===== src/hw/rtl/jos_pkg.sv =====
// Shared constants, types and helpers for the JSON object splitter.
// No dependencies; compile first.
package jos_pkg;

    localparam int OFFSET_BITS = 32;
    localparam int DEPTH_BITS  = 16;
    localparam int MSG_BITS    = 32;

    typedef logic [7:0]                    char_t;
    typedef logic [OFFSET_BITS-1:0]        offset_t;
    typedef logic signed [DEPTH_BITS-1:0]  depth_t;
    typedef logic [MSG_BITS-1:0]           msg_off_t;

    localparam offset_t OFFSET_MAX = '1;
    localparam depth_t  DEPTH_MAX  = depth_t'({1'b0, {(DEPTH_BITS-1){1'b1}}});
    localparam depth_t  DEPTH_MIN  = depth_t'({1'b1, {(DEPTH_BITS-1){1'b0}}});

    localparam char_t CH_LBRACKET  = 8'h5B;
    localparam char_t CH_RBRACKET  = 8'h5D;
    localparam char_t CH_LBRACE    = 8'h7B;
    localparam char_t CH_RBRACE    = 8'h7D;
    localparam char_t CH_QUOTE     = 8'h22;
    localparam char_t CH_BACKSLASH = 8'h5C;
    localparam char_t CH_SPACE     = 8'h20;
    localparam char_t CH_TAB       = 8'h09;
    localparam char_t CH_CR        = 8'h0D;
    localparam char_t CH_LF        = 8'h0A;

    function automatic logic is_space(input char_t c);
        return (c == CH_SPACE) || (c == CH_TAB) || (c == CH_CR) || (c == CH_LF);
    endfunction

endpackage


===== src/hw/rtl/jos_feed_if.sv =====
// Input channel of the splitter: one feed byte per word.
// Depends on jos_pkg.
interface jos_feed_if;
    logic           valid;
    logic           ready;
    jos_pkg::char_t data_byte;
    logic           feed_start;

    modport source (output valid, output data_byte, output feed_start, input ready);
    modport sink   (input valid, input data_byte, input feed_start, output ready);
endinterface


===== src/hw/rtl/jos_frame_if.sv =====
// Output channel of the splitter: one object frame (start, end offsets) per word.
// Depends on jos_pkg.
interface jos_frame_if;
    logic              valid;
    logic              ready;
    jos_pkg::msg_off_t msg_start;
    jos_pkg::msg_off_t msg_end;

    modport source (output valid, output msg_start, output msg_end, input ready);
    modport sink   (input valid, input msg_start, input msg_end, output ready);
endinterface


===== src/hw/rtl/json_object_splitter.sv =====
// Top level of the JSON top-level object framer.
// Depends on jos_pkg, jos_feed_if and jos_frame_if.
//
// Usage:
//   feed   - valid/ready channel, one byte of JSON text per word. Set
//            feed_start on the first byte of a new feed; it clears all scan
//            state before that byte is scanned.
//   frames - valid/ready channel, one word per top-level object: the byte
//            offsets of its opening and matching closing brace (inclusive).
//   If the first non-whitespace byte of a feed is '[', objects are framed one
//   level in; otherwise at depth zero. Braces inside strings are ignored,
//   backslash escapes included. Depth and offset counters saturate.
// Order: an accepted byte waits in the input register until it is scanned, and a
//   frame that it closes is loaded into the result register by that scan.
// Throughput: one byte per cycle unless frames is stalled with a word shown; the
//   scan state update is a single register stage fed from the input register.
// Reset: rst_n clears the scan state and both stage valids; the block then
//   behaves as if a feed started at offset zero.
// Stall: while frames is stalled with a word shown, the input register still
//   fills once, then feed.ready drops until the frame is taken.
module json_object_splitter (
    input  logic        clk,
    input  logic        rst_n,
    jos_feed_if.sink    feed,
    jos_frame_if.source frames
);
    import jos_pkg::*;

    // input register
    logic    s1_valid_reg, s1_valid_next;
    char_t   s1_byte_reg;
    logic    s1_start_reg;

    // scan state
    depth_t  depth_reg, depth_next;
    logic    in_str_reg, in_str_next;
    logic    esc_reg, esc_next;
    offset_t open_off_reg, open_off_next;
    logic    open_vld_reg, open_vld_next;
    logic    decided_reg, decided_next;
    logic    wrapped_reg, wrapped_next;
    offset_t pos_reg, pos_next;

    // result register
    logic     out_valid_reg;
    msg_off_t msg_start_reg;
    msg_off_t msg_end_reg;

    // working values
    depth_t  depth_cur, depth_dec, base;
    logic    in_str_cur, esc_cur, open_vld_cur, decided_cur, wrapped_cur;
    offset_t open_off_cur, pos;
    logic    result;

    logic out_space, s1_adv, in_fire;

    assign out_space   = !out_valid_reg || frames.ready;
    assign s1_adv      = s1_valid_reg && out_space;
    assign feed.ready  = !s1_valid_reg || out_space;
    assign in_fire     = feed.valid && feed.ready;
    assign s1_valid_next = in_fire || (s1_valid_reg && !s1_adv);

    assign frames.valid     = out_valid_reg;
    assign frames.msg_start = msg_start_reg;
    assign frames.msg_end   = msg_end_reg;

    // Scan one byte against the current state.
    always_comb
    begin
        // feed_start clears the state before the byte is scanned
        if (s1_start_reg)
        begin
            depth_cur    = '0;
            in_str_cur   = 1'b0;
            esc_cur      = 1'b0;
            open_off_cur = '0;
            open_vld_cur = 1'b0;
            decided_cur  = 1'b0;
            wrapped_cur  = 1'b0;
            pos          = '0;
        end
        else
        begin
            depth_cur    = depth_reg;
            in_str_cur   = in_str_reg;
            esc_cur      = esc_reg;
            open_off_cur = open_off_reg;
            open_vld_cur = open_vld_reg;
            decided_cur  = decided_reg;
            wrapped_cur  = wrapped_reg;
            pos          = pos_reg;
        end

        decided_next = decided_cur;
        wrapped_next = wrapped_cur;
        // first non-whitespace byte picks the framing depth
        if (!decided_cur && !is_space(s1_byte_reg))
        begin
            decided_next = 1'b1;
            wrapped_next = (s1_byte_reg == CH_LBRACKET);
        end
        base = wrapped_next ? depth_t'(1) : '0;

        depth_next    = depth_cur;
        in_str_next   = in_str_cur;
        esc_next      = esc_cur;
        open_off_next = open_off_cur;
        open_vld_next = open_vld_cur;
        result        = 1'b0;
        depth_dec     = (depth_cur != DEPTH_MIN) ? depth_cur - depth_t'(1) : depth_cur;

        if (in_str_cur)
        begin
            if (esc_cur)
                esc_next = 1'b0;
            else if (s1_byte_reg == CH_BACKSLASH)
                esc_next = 1'b1;
            else if (s1_byte_reg == CH_QUOTE)
                in_str_next = 1'b0;
        end
        else if (s1_byte_reg == CH_QUOTE)
        begin
            in_str_next = 1'b1;
        end
        else if (s1_byte_reg == CH_LBRACE || s1_byte_reg == CH_LBRACKET)
        begin
            if (s1_byte_reg == CH_LBRACE && depth_cur == base && !open_vld_cur)
            begin
                open_off_next = pos;
                open_vld_next = 1'b1;
            end
            if (depth_cur != DEPTH_MAX)
                depth_next = depth_cur + depth_t'(1);
        end
        else if (s1_byte_reg == CH_RBRACE || s1_byte_reg == CH_RBRACKET)
        begin
            depth_next = depth_dec;
            if (s1_byte_reg == CH_RBRACE && depth_dec == base && open_vld_cur)
            begin
                open_vld_next = 1'b0;
                result        = 1'b1;
            end
        end

        // hold the offset at all-ones once it gets there
        pos_next = (pos != OFFSET_MAX) ? pos + offset_t'(1) : pos;
    end

    // Input register: load on accept, hold while the scan stage stalls.
    always_ff @(posedge clk or negedge rst_n)
    begin
        if (!rst_n)
            s1_valid_reg <= 1'b0;
        else
            s1_valid_reg <= s1_valid_next;
    end

    always_ff @(posedge clk)
    begin
        if (in_fire)
        begin
            s1_byte_reg  <= feed.data_byte;
            s1_start_reg <= feed.feed_start;
        end
    end

    // Scan state: advance once per scanned byte.
    always_ff @(posedge clk or negedge rst_n)
    begin
        if (!rst_n)
        begin
            depth_reg    <= '0;
            in_str_reg   <= 1'b0;
            esc_reg      <= 1'b0;
            open_off_reg <= '0;
            open_vld_reg <= 1'b0;
            decided_reg  <= 1'b0;
            wrapped_reg  <= 1'b0;
            pos_reg      <= '0;
        end
        else if (s1_adv)
        begin
            depth_reg    <= depth_next;
            in_str_reg   <= in_str_next;
            esc_reg      <= esc_next;
            open_off_reg <= open_off_next;
            open_vld_reg <= open_vld_next;
            decided_reg  <= decided_next;
            wrapped_reg  <= wrapped_next;
            pos_reg      <= pos_next;
        end
    end

    // Result register: load a frame, drop it once taken.
    always_ff @(posedge clk or negedge rst_n)
    begin
        if (!rst_n)
            out_valid_reg <= 1'b0;
        else if (s1_adv && result)
            out_valid_reg <= 1'b1;
        else if (frames.ready)
            out_valid_reg <= 1'b0;
    end

    always_ff @(posedge clk)
    begin
        if (s1_adv && result)
        begin
            msg_start_reg <= MSG_BITS'(open_off_cur);
            msg_end_reg   <= MSG_BITS'(pos);
        end
    end

    // An escape can only be pending inside a string.
    a_esc_in_str: assert property (@(posedge clk) disable iff (!rst_n)
        esc_reg |-> in_str_reg)
        else $error("escape pending outside a string");

    // An open object implies the framing depth was already decided.
    a_open_decided: assert property (@(posedge clk) disable iff (!rst_n)
        open_vld_reg |-> decided_reg)
        else $error("object open before framing depth decided");

    // Emitting a frame closes the object.
    a_frame_closes: assert property (@(posedge clk) disable iff (!rst_n)
        (s1_adv && result) |=> (!open_vld_reg && out_valid_reg))
        else $error("frame emitted without closing the object");

    // Offset steps by one per scanned byte within a feed until it saturates.
    a_pos_step: assert property (@(posedge clk) disable iff (!rst_n)
        (s1_adv && !s1_start_reg && pos_reg != OFFSET_MAX)
        |=> pos_reg == $past(pos_reg) + offset_t'(1))
        else $error("byte offset did not advance by one");

endmodule


===== src/flat_wrapper.sv =====
// flat-port wrapper written by rule: the top's interface ports become plain ports
module json_object_splitter_flat import jos_pkg::*;
  (clk, rst_n, feed_valid, feed_data_byte, feed_feed_start, feed_ready, frames_valid, frames_msg_start, frames_msg_end, frames_ready);
  jos_feed_if feed_i ();
  jos_frame_if frames_i ();
  input  logic clk;
  input  logic rst_n;
  input wire logic [$bits(feed_i.valid)-1:0] feed_valid;
  input wire logic [$bits(feed_i.data_byte)-1:0] feed_data_byte;
  input wire logic [$bits(feed_i.feed_start)-1:0] feed_feed_start;
  output wire logic [$bits(feed_i.ready)-1:0] feed_ready;
  output wire logic [$bits(frames_i.valid)-1:0] frames_valid;
  output wire logic [$bits(frames_i.msg_start)-1:0] frames_msg_start;
  output wire logic [$bits(frames_i.msg_end)-1:0] frames_msg_end;
  input wire logic [$bits(frames_i.ready)-1:0] frames_ready;
  assign feed_i.valid = feed_valid;
  assign feed_i.data_byte = feed_data_byte;
  assign feed_i.feed_start = feed_feed_start;
  assign feed_ready = feed_i.ready;
  assign frames_valid = frames_i.valid;
  assign frames_msg_start = frames_i.msg_start;
  assign frames_msg_end = frames_i.msg_end;
  assign frames_i.ready = frames_ready;
  json_object_splitter u_core (.clk(clk), .rst_n(rst_n), .feed(feed_i), .frames(frames_i));
endmodule

===== config.mk =====
export PLATFORM = sky130hd
export DESIGN_NAME = json_object_splitter_flat
export DESIGN_NICKNAME = d
export VERILOG_FILES = /design/src/hw/rtl/jos_pkg.sv /design/src/hw/rtl/jos_feed_if.sv /design/src/hw/rtl/jos_frame_if.sv /design/src/hw/rtl/json_object_splitter.sv /design/src/flat_wrapper.sv
export SDC_FILE = /design/constraint.sdc
export NUM_CORES = 1
export LEC_CHECK = 0
export ABC_CLOCK_PERIOD_IN_PS = 11900
export CAP_MARGIN = 25
export CORE_MARGIN = 2
export CORE_UTILIZATION = 57
export CTS_BUF_LIST = sky130_fd_sc_hd__clkbuf_4 sky130_fd_sc_hd__clkbuf_8
export CTS_CLUSTER_SIZE = 12
export DETAILED_ROUTE_END_ITERATION = 16
export DONT_BUFFER_PORTS = 1
export PLACE_DENSITY = 0.84
export SYNTH_ARGS = -nofsm -noshare
export SYNTH_HDL_FRONTEND = slang
export SYNTH_SLANG_ARGS = --single-unit
export TNS_END_PERCENT = 20

===== constraint.sdc =====
create_clock -name clk -period 11.9 [get_ports clk]
set_input_delay 1.19 -clock clk [delete_from_list [all_inputs] [get_ports clk]]
set_output_delay 1.19 -clock clk [all_outputs]
set_load 0.03 [all_outputs]

# After elaboration in Yosys (flattened, before gate mapping)
# Cells that the tools add are included.
# totals
out_inout_bits,66
inputBits,13
word_cells,99
regBits,160
# op_classes
n_reduce_logical,24
muxes,43
n_addsub,3
n_eq_ne,15
# op_table
operator,n
$mux W32,7
$mux W16,7
$eq A8 B7 Y1 const B,5
$add A32 B1 Y32 const B,1
$eq A16 B16 Y1,2
$ne A16 B16 Y1 const B,2
$ne A32 B32 Y1 const B,1
$mux W1,29
$eq A8 B4 Y1 const B,3
$add A16 B2 Y16 const B,1
$eq A8 B6 Y1 const B,2
$sub A16 B2 Y16 const B,1
$logic_and A1 B1 Y1,9
$logic_or A1 B1 Y1,8
$logic_not A1 Y1,6
$reduce_bool A2 Y1,1

# Logic depth before layout (Yosys ltp)
# depth
depth_word,18
ltp_mapped,14
ltp_nobuf,10

# Least setup slack after synthesis
# No wires, ideal clock.
# synth_timing
kind,reg-to-reg
startpoint,register u_core.s1_start_reg
endpoint,"register u_core.msg_end_reg[0] (netlist: u_core.frames.msg_end[0]), enable pin"
arrival_ps,4599
stages_incl_launch_ff,13
required_time_ps,11471
path_buffers,3
slack_ps,6872
period_less_slack_ps,5028
setup_ps,429
cell_sequence,edfxtp_1 clkbuf_1 clkbuf_1 clkbuf_1 nor2_1 inv_1 ha_1 or4bb_1 or4_4 a2111oi_4 nand3_1 a211oi_2 and3_1
# synth_between
elab_chain_len,14
word_cells_on_any_way,21
classes_between,add/sub (1); eq/ne (2); mux (13); reduce/logical (5)
# synth_lines
item,line,source
start: declaration,json_object_splitter.sv:32,logic s1_start_reg;
start signal: assignment,json_object_splitter.sv:163,s1_start_reg <= feed.feed_start;
branches (longest 12 deep; another with $sub A16 B2 Y16),-,
$mux W1 (*),json_object_splitter.sv:112,if (in_str_cur)
$logic_and A1 B1 Y1 (*),json_object_splitter.sv:207,if (s1_adv && result)
end signal: assignment,json_object_splitter.sv:210,msg_end_reg <= MSG_BITS'(pos);
end: declaration,json_object_splitter.sv:47,msg_off_t msg_end_reg;
# Mark *: on every way between the ends.
# A chain may end at the register's enable or synchronous reset.

# Worst setup path after layout
# layout_timing
startpoint,register u_core.s1_start_reg
endpoint,"register u_core.msg_start_reg[0] (netlist: u_core.frames.msg_start[0]), enable pin"
# layout_between
elab_chain_len,14
word_cells_on_any_way,21
classes_between,add/sub (1); eq/ne (2); mux (13); reduce/logical (5)
# layout_lines
item,line,source
branches (longest 12 deep; another with $sub A16 B2 Y16),-,
$mux W1 (*),json_object_splitter.sv:112,
$logic_and A1 B1 Y1 (*),json_object_splitter.sv:207,
end signal: assignment,json_object_splitter.sv:209,msg_start_reg <= MSG_BITS'(open_off_cur);
end: declaration,json_object_splitter.sv:46,msg_off_t msg_start_reg;
# Marks and branches as above.

==> flow_summary.yaml <==
cells_and_area:
  antenna_cells: 0
  finalNonFillerCells: 967
  final_nets: 789
  synthToLayoutAreaGrowth_pct: 6.306
  drive_above_1_share_pct: 7.116
  fin_area_mm2: 0.008522
die:
  die_w_um: 122.6
  floorplan.initialDensity_pct: 57.98
  core_mm2: 0.01383
  io_pins: 79
  die_area_mm2: 0.01503
  die_y_um: 122.6
  rows: 43
critical_path:
  r2r_cells: 11
  r2r_start: "u_core.s1_start_reg$_DFFE_PP_"
  r2r_end: "u_core.frames.msg_start[0]$_DFFE_PP_"
  endpoint_kind: "register"
  startpoint_type: "register"
  critical_path_class: "reg2reg"
  critPathMaxFanout: 69
  r2r_setup_slack_ns: 7.33
  arrival_ns: 4.67
  required_ns: 11.99
synthesis:
  ys_seq_area_share_pct: 54.50
  yosysTopAreaCellShare_pct: 27.35
  synth.distinct_cells: 67
  yosysMostFrequentCell: "dfrtp_1"
  ys.flop_type: "dfrtp_1"
  synth_area_per_cell_um2: 10.08
  synth_top_cells_by_count: "dfrtp_1, nor2_1, nand2_1"
  synth_edf_count: 73
  yosysTopAreaCell: "edfxtp_1"
  synthCells: 795
  synth_area_leaders: "edfxtp_1, dfrtp_1, nor2_1"
  synth-seq-cells: 160
  synthesis.area_mm2: 0.008016
  syn-num-nets: 810
  yosys_warnings: 0
  ys_async_sr_fraction_pct: 54.37
sta:
  rsz0062_at_grt: "no"
  post-route-period-util_pct: 38.42
  finalCriticalPeriod_ns: 4.572
  final-setup-viol-count: 0
  slew_headroom_pct: 29.32
  worst_pin_slew_ns: 1.058
  hold_violations: 0
  drv_slew: 0
  max_freq_mhz: 218.7
  fin_skew_ns: 0.01257
  tns_ns: 0
power_and_ir_drop:
  p_comb_share_pct: 11.6
  p_sw_uw: 334.9
  peakVddDrop_uv: 77.00
  power.density_mw_per_mm2: 133.3
  p_seq_share_pct: 53.5
  switching_share_pct: 29.48
  p_clk_share_pct: 34.9
  p_total_mw: 1.136
  p_int_uw: 801.3
  p_leak_nw: 3.130
global_route:
  grt-ovfl-total: 0
  antenna_found_initial: 0
  grt_pass1_vias: 6247
  grt_pass1_wl_um: 33070
  grt_max_degree: 88
  grtUsageTotal_pct: 28.69
placed_design:
  placedCellCount: 933
  dp_hpwl_um: 13910
  gp_congestion: 0.9342
  io_buffers: 0
  dpl_cell_area_mm2: 0.008120
detailed_routing:
  vias_per_cell: 6.736
  drt_iter0_drc: 784
  detail-route-antenna-nets: 0
  vias: 6514
  drc: 0
  wl_um: 21050
  dr.pass1.iters: 7
  wl_per_cell_um: 21.77
clocking:
  cts_hold_buf: 0
  clock_tree.root_cell: "clkbuf_8"
  path_clk_slew_ns: 0.10
  cts.repair.resized: 0
  cts_tree: "done"
  cts_htree_levels: 4
  worstSkewPairLatency_ns: 0.47
  clock_sinks: 160
  cts_buffers: 17
  clockBufferDepth: 2
  cts_setup_buffers: 0
hold_path:
  hp-class: "in2async"
job:
  maxCapViolCount: 0
run_status:
  status: "finished clean"
logic make-up after synthesis:
kind of cell             count (synthesis)  share of synthesized area, %
AO/OA/AOI/OAI                          171                         15.80
multiplexers                             5                        0.6555
flip-flops                             160                         54.50
XOR/XNOR                                27                         2.950
adder cells (fa/ha/maj)                  2                        0.3121
buffers and inverters                  121                         5.931
AND/OR/NAND/NOR                        309                         19.85
metal layers:
layer	vias to the layer above	global-route usage, %	wire length [um]
met5	-	0	0
met4	0	13.29	677
met3	71	5.483	1553
met2	414	46.98	10310
met1	3152	37.04	8512
li1	2877	-	-
placed cells by master (no fill, tap or decap), drive strengths merged, types with 9 or more instances in the layout:
cell type and n:
o21ai 29, nor2 79, nor3 26, nand2 77, o31ai 13, buf 11
o32ai 29, xnor2 19, nor2b 12, a21oi 19, o211ai 14, dfrtp 87
nor4 17, inv 75, nand4 18, edfxtp 73, a31oi 9, clkbuf 17
nand3 19, a211oi 9
cell type report:
cell class	instances	area, um2
multi-input cells	514	3176
clock inverters	15	155.1
repair buffers	11	100.1
fillers	1052	5305
well taps	180	225.2
clock buffers	17	234.0
flip-flops and latches	160	4369
inverters	70	262.8
power by group through the flow:
stage	Sequential, mW	Combinational [mW]	Clock (mW)
6_report	0.608	0.132	0.396
3_3_place_gp	0.618	0.127	0
4_1_cts	0.607	0.128	0.397
3_5_place_dp	0.619	0.128	0
2_1_floorplan	0.606	0.108	0
5_1_grt	0.610	0.142	0.420
worst max path at each step:
stage	startpoint	to	slack (ns)	cells after the start
global placement	u_core.s1_start_reg$_DFFE_PP_	u_core.frames.msg_end[0]$_DFFE_PP_	7.59	11
floorplan	u_core.s1_start_reg$_DFFE_PP_	u_core.frames.msg_end[0]$_DFFE_PP_	6.87	12
detailed placement	u_core.s1_start_reg$_DFFE_PP_	u_core.frames.msg_start[4]$_DFFE_PP_	7.46	11
finish	u_core.s1_start_reg$_DFFE_PP_	u_core.frames.msg_start[0]$_DFFE_PP_	7.33	11
global route	u_core.s1_start_reg$_DFFE_PP_	u_core.frames.msg_end[1]$_DFFE_PP_	6.98	11
CTS	u_core.s1_start_reg$_DFFE_PP_	u_core.frames.msg_start[0]$_DFFE_PP_	7.44	11
critical path: stages (launching register included):
cell and delay, ns:
edfxtp_1 0.33, buf_4 0.58, nor2_1 0.25, inv_1 0.17, ha_1 0.24, nor4b_1 0.71, nand4_1 0.34, a2bb2oi_1 0.35
nand3_1 0.14, a211oi_2 0.19, and3_2 0.21, buf_4 0.61
metrics by stage:
stage / worst slack [ns] / util [%] / hold WS [ns]
2_1_floorplan: 6.872 / - / 0.4421
3_3_place_gp: 7.589 / 58.53 / 0.4609
5_1_grt: 6.978 / 61.63 / 0.3838
4_1_cts: 7.439 / 61.54 / 0.3954
6_report: 7.328 / 61.63 / 0.4057
3_5_place_dp: 7.459 / 58.73 / 0.4765
(Power assumes the default switching activity.)
